==> config.mk <==
export PLATFORM = sky130hd
export DESIGN_NAME = rtc_fields_to_epoch_ns_flat
export DESIGN_NICKNAME = d
export VERILOG_FILES = /design/src/hdl/rfe_pkg.sv /design/src/hdl/rfe_snap_if.sv /design/src/hdl/rfe_epoch_if.sv /design/src/hdl/rfe_cfg_if.sv /design/src/hdl/rfe_decode.sv /design/src/hdl/rfe_calendar.sv /design/src/hdl/rfe_scale.sv /design/src/hdl/rtc_fields_to_epoch_ns.sv /design/src/flat_wrapper.sv
export SDC_FILE = /design/constraint.sdc
export NUM_CORES = 2
export LEC_CHECK = 0
export BUFFER_PORTS_ARGS = -buffer_cell sky130_fd_sc_hd__buf_4
export CAP_MARGIN = 20
export CORE_MARGIN = 4
export CORE_UTILIZATION = 40
export CTS_CLUSTER_SIZE = 14
export DETAILED_ROUTE_END_ITERATION = 8
export GPL_TIMING_DRIVEN = 0
export PLACE_DENSITY = 0.66
export RECOVER_POWER = 50
export SYNTH_ARGS = -nofsm -noshare
export SYNTH_HDL_FRONTEND = slang
export SYNTH_HIERARCHICAL = 1
export SYNTH_SLANG_ARGS = --single-unit
export TNS_END_PERCENT = 20
==> constraint.sdc <==
create_clock -name clk_i -period 11.18 [get_ports clk_i]
set_input_delay 2.236 -clock clk_i [delete_from_list [all_inputs] [get_ports clk_i]]
set_output_delay 2.236 -clock clk_i [all_outputs]
set_load 0.005 [all_outputs]
==> src/hdl/rfe_pkg.sv <==
package rfe_pkg;

  // Field and datapath widths
  localparam int unsigned BYTE_W = 8;
  localparam int unsigned DAYS_W = 17;   // days since epoch, below 2**17 for years up to 2255
  localparam int unsigned SEC_W  = 34;   // seconds since epoch
  localparam int unsigned HALF_W = 17;   // seconds split for the scaling multiply
  localparam int unsigned PROD_W = 47;   // half-seconds times ns-per-second
  localparam int unsigned NS_W   = 63;

  // Calendar constants
  localparam logic [DAYS_W-1:0] DAYS_TO_2000 = 17'd10957;  // 1970-01-01 to 2000-01-01
  localparam logic [SEC_W-1:0]  SEC_PER_DAY  = 34'd86400;
  localparam logic [SEC_W-1:0]  SEC_PER_HOUR = 34'd3600;
  localparam logic [SEC_W-1:0]  SEC_PER_MIN  = 34'd60;
  localparam logic [PROD_W-1:0] NS_PER_SEC   = 47'd1000000000;
  localparam logic [BYTE_W-1:0] MONTH_FEB    = 8'd2;
  localparam logic [BYTE_W-1:0] MONTH_DEC    = 8'd12;
  localparam logic [BYTE_W-1:0] YEAR_2100    = 8'd100;
  localparam logic [BYTE_W-1:0] YEAR_2200    = 8'd200;

  // Reset value of the coding register
  localparam logic BCD_MODE_RST = 1'b1;

  // Raw or decoded clock snapshot
  typedef struct packed {
    logic [BYTE_W-1:0] year;
    logic [BYTE_W-1:0] month;
    logic [BYTE_W-1:0] day;
    logic [BYTE_W-1:0] hours;
    logic [BYTE_W-1:0] minutes;
    logic [BYTE_W-1:0] seconds;
  } snap_t;

  // Day count plus time of day
  typedef struct packed {
    logic [DAYS_W-1:0] days;
    logic [BYTE_W-1:0] hours;
    logic [BYTE_W-1:0] minutes;
    logic [BYTE_W-1:0] seconds;
    logic              date_error;
  } cal_t;

  // Final result
  typedef struct packed {
    logic [NS_W-1:0] epoch_ns;
    logic            date_error;
  } res_t;

  // Days in the year before the first of month m (1..12)
  function automatic logic [8:0] days_before_month(input logic [3:0] m);
    logic [8:0] d;
    unique case (m)
      4'd1:    d = 9'd0;
      4'd2:    d = 9'd31;
      4'd3:    d = 9'd59;
      4'd4:    d = 9'd90;
      4'd5:    d = 9'd120;
      4'd6:    d = 9'd151;
      4'd7:    d = 9'd181;
      4'd8:    d = 9'd212;
      4'd9:    d = 9'd243;
      4'd10:   d = 9'd273;
      4'd11:   d = 9'd304;
      4'd12:   d = 9'd334;
      default: d = 9'd0;
    endcase
    return d;
  endfunction

  // Length of month m (1..12) in a common year
  function automatic logic [4:0] month_length(input logic [3:0] m);
    logic [4:0] l;
    unique case (m)
      4'd2:                      l = 5'd28;
      4'd4, 4'd6, 4'd9, 4'd11:   l = 5'd30;
      default:                   l = 5'd31;
    endcase
    return l;
  endfunction

endpackage

==> src/hdl/rfe_snap_if.sv <==
interface rfe_snap_if;
  logic       valid;
  logic       ready;
  logic [7:0] year_byte;
  logic [7:0] month_byte;
  logic [7:0] day_byte;
  logic [7:0] hours_byte;
  logic [7:0] minutes_byte;
  logic [7:0] seconds_byte;

  modport source (
    output valid, year_byte, month_byte, day_byte, hours_byte, minutes_byte, seconds_byte,
    input  ready
  );
  modport sink (
    input  valid, year_byte, month_byte, day_byte, hours_byte, minutes_byte, seconds_byte,
    output ready
  );
endinterface

==> src/hdl/rfe_epoch_if.sv <==
interface rfe_epoch_if;
  logic        valid;
  logic        ready;
  logic [62:0] epoch_ns;
  logic        date_error;

  modport source (output valid, epoch_ns, date_error, input ready);
  modport sink (input valid, epoch_ns, date_error, output ready);
endinterface

==> src/hdl/rfe_cfg_if.sv <==
interface rfe_cfg_if;
  logic valid;
  logic ready;
  logic bcd_mode;

  modport source (output valid, bcd_mode, input ready);
  modport sink (input valid, bcd_mode, output ready);
endinterface

==> src/hdl/rfe_decode.sv <==
module rfe_decode import rfe_pkg::*; (
  input  logic  clk_i,
  input  logic  rst_ni,
  input  logic  advance_i,
  input  logic  bcd_mode_i,
  input  logic  valid_i,
  input  snap_t raw_i,
  output logic  valid_o,
  output snap_t dec_o
);

  logic  valid_q;
  snap_t dec_d, dec_q;

  // In BCD mode low nibble plus ten times high nibble, nibbles above nine taken as they are; else b unchanged
  function automatic logic [BYTE_W-1:0] decode(input logic [BYTE_W-1:0] b, input logic bcd);
    logic [BYTE_W-1:0] v;
    if (bcd) begin
      v = BYTE_W'(b[3:0]) + BYTE_W'(b[7:4]) * BYTE_W'(10);
    end else begin
      v = b;
    end
    return v;
  endfunction

  // Decode every byte of the snapshot
  always_comb begin
    dec_d.year    = decode(raw_i.year, bcd_mode_i);
    dec_d.month   = decode(raw_i.month, bcd_mode_i);
    dec_d.day     = decode(raw_i.day, bcd_mode_i);
    dec_d.hours   = decode(raw_i.hours, bcd_mode_i);
    dec_d.minutes = decode(raw_i.minutes, bcd_mode_i);
    dec_d.seconds = decode(raw_i.seconds, bcd_mode_i);
  end

  always_ff @(posedge clk_i or negedge rst_ni) begin
    if (!rst_ni) begin
      valid_q <= 1'b0;
    end else if (advance_i) begin
      valid_q <= valid_i;
    end
  end

  always_ff @(posedge clk_i) begin
    if (advance_i) begin
      dec_q <= dec_d;
    end
  end

  assign valid_o = valid_q;
  assign dec_o   = dec_q;

endmodule

==> src/hdl/rfe_calendar.sv <==
module rfe_calendar import rfe_pkg::*; (
  input  logic  clk_i,
  input  logic  rst_ni,
  input  logic  advance_i,
  input  logic  valid_i,
  input  snap_t dec_i,
  output logic  valid_o,
  output cal_t  cal_o
);

  logic              valid_q;
  cal_t              cal_d, cal_q;
  logic              leap;
  logic              month_bad;
  logic              day_bad;
  logic [4:0]        mlen;
  logic [8:0]        yv_p3;
  logic [6:0]        leaps_before;
  logic [DAYS_W-1:0] days;

  // Leap years of 2000..2255: every fourth, except 2100 and 2200
  assign leap = (dec_i.year[1:0] == 2'b00) && (dec_i.year != YEAR_2100) &&
                (dec_i.year != YEAR_2200);

  // Check month and day against the month length
  always_comb begin
    month_bad = (dec_i.month == '0) || (dec_i.month > MONTH_DEC);
    mlen      = month_length(dec_i.month[3:0]) +
                5'((leap && dec_i.month == MONTH_FEB) ? 1 : 0);
    day_bad   = (dec_i.day == '0) || (dec_i.day > BYTE_W'(mlen));
  end

  // Leap days in the years from 2000 up to the one before
  assign yv_p3        = {1'b0, dec_i.year} + 9'd3;
  assign leaps_before = yv_p3[8:2] - 7'(dec_i.year > YEAR_2100) - 7'(dec_i.year > YEAR_2200);

  // Count days since the epoch
  always_comb begin
    days = DAYS_TO_2000
         + DAYS_W'(dec_i.year) * DAYS_W'(365)
         + DAYS_W'(leaps_before)
         + DAYS_W'(days_before_month(dec_i.month[3:0]))
         + DAYS_W'((leap && dec_i.month > MONTH_FEB) ? 1 : 0)
         + DAYS_W'(dec_i.day) - DAYS_W'(1);
    cal_d.date_error = month_bad || day_bad;
    cal_d.days       = cal_d.date_error ? '0 : days;
    cal_d.hours      = dec_i.hours;
    cal_d.minutes    = dec_i.minutes;
    cal_d.seconds    = dec_i.seconds;
  end

  always_ff @(posedge clk_i or negedge rst_ni) begin
    if (!rst_ni) begin
      valid_q <= 1'b0;
    end else if (advance_i) begin
      valid_q <= valid_i;
    end
  end

  always_ff @(posedge clk_i) begin
    if (advance_i) begin
      cal_q <= cal_d;
    end
  end

  assign valid_o = valid_q;
  assign cal_o   = cal_q;

endmodule

==> src/hdl/rfe_scale.sv <==
module rfe_scale import rfe_pkg::*; (
  input  logic clk_i,
  input  logic rst_ni,
  input  logic advance_i,
  input  logic valid_i,
  input  cal_t cal_i,
  output logic valid_o,
  output res_t res_o
);

  logic [2:0]        valid_q;
  logic [SEC_W-1:0]  sec_d, sec_q;
  logic              err3_q, err4_q;
  logic [PROD_W-1:0] lo_q, hi_q;
  res_t              res_d, res_q;

  // Seconds since epoch, zero on a bad date
  always_comb begin
    sec_d = SEC_W'(cal_i.days) * SEC_PER_DAY
          + SEC_W'(cal_i.hours) * SEC_PER_HOUR
          + SEC_W'(cal_i.minutes) * SEC_PER_MIN
          + SEC_W'(cal_i.seconds);
    if (cal_i.date_error) begin
      sec_d = '0;
    end
  end

  // Join the two partial products
  always_comb begin
    res_d.epoch_ns   = (NS_W'(hi_q) << HALF_W) + NS_W'(lo_q);
    res_d.date_error = err4_q;
  end

  always_ff @(posedge clk_i or negedge rst_ni) begin
    if (!rst_ni) begin
      valid_q <= '0;
    end else if (advance_i) begin
      valid_q <= {valid_q[1:0], valid_i};
    end
  end

  // Seconds, then split scaling, then sum
  always_ff @(posedge clk_i) begin
    if (advance_i) begin
      sec_q  <= sec_d;
      err3_q <= cal_i.date_error;
      lo_q   <= PROD_W'(sec_q[HALF_W-1:0]) * NS_PER_SEC;
      hi_q   <= PROD_W'(sec_q[SEC_W-1:HALF_W]) * NS_PER_SEC;
      err4_q <= err3_q;
      res_q  <= res_d;
    end
  end

  assign valid_o = valid_q[2];
  assign res_o   = res_q;

endmodule

==> src/hdl/rtc_fields_to_epoch_ns.sv <==
// Channel   Dir  Beat contents
// cfg_i     in   bcd_mode (1 = clock bytes are BCD)
// snap_i    in   year, month, day, hours, minutes, seconds bytes
// epoch_o   out  epoch_ns (63 bits), date_error
//
// Five register stages: decode, calendar, seconds, split multiply, sum.
// One snapshot is taken each cycle when not stalled.
// The whole pipeline holds while the output register is full and not taken.
// Reset clears the stage valid bits and sets bcd_mode to one.
module rtc_fields_to_epoch_ns import rfe_pkg::*; (
  input  logic         clk_i,
  input  logic         rst_ni,
  rfe_cfg_if.sink      cfg_i,
  rfe_snap_if.sink     snap_i,
  rfe_epoch_if.source  epoch_o
);

  logic  bcd_mode_q;
  logic  advance;
  logic  dec_valid, cal_valid, res_valid;
  snap_t raw;
  snap_t dec;
  cal_t  cal;
  res_t  res;

  // Configuration register, always writable
  assign cfg_i.ready = 1'b1;

  always_ff @(posedge clk_i or negedge rst_ni) begin
    if (!rst_ni) begin
      bcd_mode_q <= BCD_MODE_RST;
    end else if (cfg_i.valid) begin
      bcd_mode_q <= cfg_i.bcd_mode;
    end
  end

  // Advance all stages unless the output beat is held
  assign advance      = !res_valid || epoch_o.ready;
  assign snap_i.ready = advance;

  assign raw = {snap_i.year_byte, snap_i.month_byte, snap_i.day_byte,
                snap_i.hours_byte, snap_i.minutes_byte, snap_i.seconds_byte};

  rfe_decode u_decode (
    .clk_i      (clk_i),
    .rst_ni     (rst_ni),
    .advance_i  (advance),
    .bcd_mode_i (bcd_mode_q),
    .valid_i    (snap_i.valid),
    .raw_i      (raw),
    .valid_o    (dec_valid),
    .dec_o      (dec)
  );

  rfe_calendar u_calendar (
    .clk_i     (clk_i),
    .rst_ni    (rst_ni),
    .advance_i (advance),
    .valid_i   (dec_valid),
    .dec_i     (dec),
    .valid_o   (cal_valid),
    .cal_o     (cal)
  );

  rfe_scale u_scale (
    .clk_i     (clk_i),
    .rst_ni    (rst_ni),
    .advance_i (advance),
    .valid_i   (cal_valid),
    .cal_i     (cal),
    .valid_o   (res_valid),
    .res_o     (res)
  );

  assign epoch_o.valid      = res_valid;
  assign epoch_o.epoch_ns   = res.epoch_ns;
  assign epoch_o.date_error = res.date_error;

  // A bad date always yields a zero time
  assert property (@(posedge clk_i) disable iff (!rst_ni)
    (epoch_o.valid && epoch_o.date_error) |-> (epoch_o.epoch_ns == '0))
    else $error("date error beat carries nonzero time");

  // An accepted beat shows at the output, after passing every register stage, when never stalled
  assert property (@(posedge clk_i) disable iff (!rst_ni)
    ($past(snap_i.valid && snap_i.ready, 5) && $past(rst_ni, 5) && $past(rst_ni, 4) &&
     $past(rst_ni, 3) && $past(rst_ni, 2) && $past(rst_ni, 1) &&
     $past(epoch_o.ready, 4) && $past(epoch_o.ready, 3) &&
     $past(epoch_o.ready, 2) && $past(epoch_o.ready, 1)) |-> epoch_o.valid)
    else $error("accepted beat lost in pipeline");

endmodule

==> src/flat_wrapper.sv <==
// flat-port wrapper written by rule: the top's interface ports become plain ports
module rtc_fields_to_epoch_ns_flat import rfe_pkg::*;
  (clk_i, rst_ni, cfg_i_valid, cfg_i_bcd_mode, cfg_i_ready, snap_i_valid, snap_i_year_byte, snap_i_month_byte, snap_i_day_byte, snap_i_hours_byte, snap_i_minutes_byte, snap_i_seconds_byte, snap_i_ready, epoch_o_valid, epoch_o_epoch_ns, epoch_o_date_error, epoch_o_ready);
  rfe_cfg_if cfg_i_i ();
  rfe_snap_if snap_i_i ();
  rfe_epoch_if epoch_o_i ();
  input  logic clk_i;
  input  logic rst_ni;
  input wire logic [$bits(cfg_i_i.valid)-1:0] cfg_i_valid;
  input wire logic [$bits(cfg_i_i.bcd_mode)-1:0] cfg_i_bcd_mode;
  output wire logic [$bits(cfg_i_i.ready)-1:0] cfg_i_ready;
  input wire logic [$bits(snap_i_i.valid)-1:0] snap_i_valid;
  input wire logic [$bits(snap_i_i.year_byte)-1:0] snap_i_year_byte;
  input wire logic [$bits(snap_i_i.month_byte)-1:0] snap_i_month_byte;
  input wire logic [$bits(snap_i_i.day_byte)-1:0] snap_i_day_byte;
  input wire logic [$bits(snap_i_i.hours_byte)-1:0] snap_i_hours_byte;
  input wire logic [$bits(snap_i_i.minutes_byte)-1:0] snap_i_minutes_byte;
  input wire logic [$bits(snap_i_i.seconds_byte)-1:0] snap_i_seconds_byte;
  output wire logic [$bits(snap_i_i.ready)-1:0] snap_i_ready;
  output wire logic [$bits(epoch_o_i.valid)-1:0] epoch_o_valid;
  output wire logic [$bits(epoch_o_i.epoch_ns)-1:0] epoch_o_epoch_ns;
  output wire logic [$bits(epoch_o_i.date_error)-1:0] epoch_o_date_error;
  input wire logic [$bits(epoch_o_i.ready)-1:0] epoch_o_ready;
  assign cfg_i_i.valid = cfg_i_valid;
  assign cfg_i_i.bcd_mode = cfg_i_bcd_mode;
  assign cfg_i_ready = cfg_i_i.ready;
  assign snap_i_i.valid = snap_i_valid;
  assign snap_i_i.year_byte = snap_i_year_byte;
  assign snap_i_i.month_byte = snap_i_month_byte;
  assign snap_i_i.day_byte = snap_i_day_byte;
  assign snap_i_i.hours_byte = snap_i_hours_byte;
  assign snap_i_i.minutes_byte = snap_i_minutes_byte;
  assign snap_i_i.seconds_byte = snap_i_seconds_byte;
  assign snap_i_ready = snap_i_i.ready;
  assign epoch_o_valid = epoch_o_i.valid;
  assign epoch_o_epoch_ns = epoch_o_i.epoch_ns;
  assign epoch_o_date_error = epoch_o_i.date_error;
  assign epoch_o_i.ready = epoch_o_ready;
  rtc_fields_to_epoch_ns u_core (.clk_i(clk_i), .rst_ni(rst_ni), .cfg_i(cfg_i_i), .snap_i(snap_i_i), .epoch_o(epoch_o_i));
endmodule
==> summary.md <==
| Metric | Value |
|---|---|
| Global route hottest layer | met2 |
| Routed Antenna Nets | 0 |
| First-pass GRT wire length | 114.1 mm |
| Setup crit end kind | output pin |
| Req. time, crit path | 8.94 ns |
| Post-CTS setup buffers | 0 |
| Maxcap violations | 2 |
| Unique masters post-synth | 94 |
| Most frequent cells in the layout | inv_1, ha_1, fa_1, edfxtp_1, a21oi_1 |
| Routed wire length | 67.13 mm |
| Buf/Inv on CP | 5 |
| Setup Viol. Count Final | 0 |
| Worst slew pin tran | 3.395 ns |
| Synth Area per Inst | 10.67 sq um |
| Clock sinks | 262 |
| Io pins | 121 |
| Number of port buffers | 110 |
| Clock Tree Root | clkbuf_16 |
| Routed length per placed instance | 14.65 um |
| Hold buffer count at cts | 0 |
| Number of global-route vias before repair | 23085 |
| Core ar. | 0.08555 sq mm |
| Row cnt | 107 |
| Clock tree from TritonCTS | done |
| YS warnings | 6 |
| Final TNS setup | 0 ns |
| Starting density of the core | 0.4053 |
| Post-cts resize count | 0 |
| Mapped cell area | 0.03467 sq mm |
| Die Y | 302.4 um |
| Fin crit period | 8.116 ns |
| Die boundary width | 302.4 um |
| CTS Buffer Depth | 3 |
| Slew Limit Fails | 126 |
| DRC violation count after routing | 0 |
| Final Skew | 0.02470 ns |
| Cells along the critical path | clkbuf_4 > nand2b_1 > clkbuf_1 > buf_16 > buf_16 > buf_4 |
| Worst setup SP type | input port |
| Asr flop ratio synth | 0.02290 |
| Global Route met2 Usage | 0.2695 |
| Syn Inst Count | 3249 |
| CP max-delay cell | clkbuf_1 |
| FF+latch count, synth | 262 |
| CP Max Fanout | 72 |
| Commonest non-fill, non-tap cell in the layout | inv_1 |
| Hold WC Path Type | register to register |
| Post-synth EDFFs | 256 |
| Cell repeated most along the worst path | buf_16 |
| Yosys top cell area share | 0.2379 |
| Hold Vio Cnt, Final | 0 |
| Sequential fraction of the synthesis area | 0.2261 |
| Main synth FF type | edfxtp_1 |
| Router iterations before antenna repair | 5 |
| Hold WS | 0.4001 ns |
| Layout Area Growth over Synthesis | 10.18% |
| Vias | 22095 |
| H-tree depth | 2 |
| Detail Placement HPWL | 57.87 mm |
| Rel. slew slack | -1.263 |
| Largest net degree at the start of global routing | 73 |
| Met1 Usage GRT | 0.1997 |
| Synth area leader | fa_1 |
| Grt met3 use | 0.01846 |
| Initial antenna violation count | 0 |
| Outcome | complete, but fails checks |
| DIE AREA | 0.09145 sq mm |
| Dominant cells by area after synthesis | fa_1, ha_1, edfxtp_1 |
| Layout cell share with drive strength beyond 1 | 0.07070 |
| Total Routing Usage GR | 0.1523 |
| Clock transition at path regs | 0.06 ns |
| Antenna cells | 0 |
| Fin crit share | 0.7260 |
| CP Class | input port to output pin |
| Detail-routed via count per cell | 4.823 |
| Worst stage delay on the critical path | 2.39 ns |
| Clock latency at the later pin of the worst-skew pair | 0.55 ns |
| GPL Wtd Cong | 0.9118 |
| Highest Clock Rate | 0.1232 GHz |
| Failing checks | capacitance limit, slew limit |
| Final #Nets | 4505 |
| Top delay family on crit path | buffers and inverters |
| CTS Buf Count | 36 |
| Gr ovfl total | 0 |
| RSZ-0062 raised after global routing | false |
| Crit path DAT | 5.88 ns |
| DRT iter0 DRCs | 1000 |
per-stage QoR:
step                      instances  utilization  setup WS, ns  area (sq um)
after floorplan                3257            -        0.4297         34700
after global placement         4511       0.4320        -2.995         36960
after detailed placement       4515       0.4334         4.368         37080
after CTS                      4581       0.4476         4.330         38290
after global routing           4581       0.4466         2.690         38200
final                          4581       0.4466         3.064         38200
logic make-up after synthesis:
group           Yosys count  share of synthesized area
flops                   262                     0.2261
mux                      40                    0.01299
compound gates          506                    0.09574
simple gates            420                    0.06218
other cells               2                  0.0002166
fa+ha+maj              1042                     0.4652
buf+inv                 767                    0.08448
xor+xnor                210                    0.05305
state kept, by name, indices dropped and copies added, names as in the netlist:
signal	count
u_core/u_scale/sec_q	34
u_core/u_calendar/cal_o	42
u_core/u_scale/err4_q	1
u_core/u_scale/valid_q	3
u_core/u_scale/lo_q	38
u_core/u_scale/hi_q	37
u_core/bcd_mode_q	1
u_core/u_calendar/valid_o	1
u_core/u_decode/valid_o	1
u_core/u_scale/err3_q	1
u_core/u_scale/res_o	55
u_core/u_decode/dec_o	48
worst paths after layout:
| check | startpoint | cells after the start | to | slack (ns) |
|---|---|---|---|---|
| setup reg to reg | u_core/u_calendar/cal_o[11] | 26 | u_core/u_scale/sec_q[32] | 4.40 |
| min in group asynchronous | rst_ni | 1 | u_core/u_decode/valid_o | 1.56 |
| hold / removal | u_core/u_decode/dec_o[18] | 0 | u_core/u_calendar/cal_o[19] | 0.40 |
| hold reg to reg | u_core/u_decode/dec_o[18] | 0 | u_core/u_calendar/cal_o[19] | 0.40 |
| setup / recovery | epoch_o_ready | 6 | snap_i_ready | 3.06 |
| max in group asynchronous | rst_ni | 1 | u_core/bcd_mode_q | 9.34 |
cells in the mapped netlist, types with 5 or more instances:
master,instances
o211ai_1,14
and3_1,9
nand3_1,45
nor3_1,21
nand2b_1,26
nand2_1,80
xnor2_1,133
buf_4,10
o21bai_1,31
or2_2,8
o21ai_0,73
a211o_1,9
o2111ai_1,7
mux2_2,31
ha_1,630
inv_1,734
fa_1,412
o211a_1,9
nand4_1,13
dfrtp_1,5
a21o_1,62
xor2_1,77
edfxtp_1,256
nor2_1,120
or3_1,10
o21a_1,16
a21boi_0,10
and2_1,18
clkbuf_1,15
nor4_1,5
o22ai_1,5
a211oi_1,15
o21ai_1,8
mux2i_1,6
a21oi_1,167
a31oi_1,18
nor2b_1,35
cell type report:
type | instances | area [sq um]
clock inverters | 26 | 275.3
multi-input cells | 2228 | 23920
well taps | 1144 | 1431
flip-flops and latches | 262 | 7839
repair buffers | 114 | 865.8
inverters | 736 | 2763
fillers | 8020 | 47350
plain buffers | 31 | 166.4
clock buffers | 40 | 937.1
layer usage:
layer	wire, um	share of wire	vias up
li1	-	-	11129
met1	30650	0.46	10574
met2	32910	0.49	317
met3	2160	0.032	75
met4	1416	0.021	0
met5	0	0	-
Power is left out: the tool's default activity adds up to more than one toggle a clock period on the data nets, which glitch-free logic cannot reach.
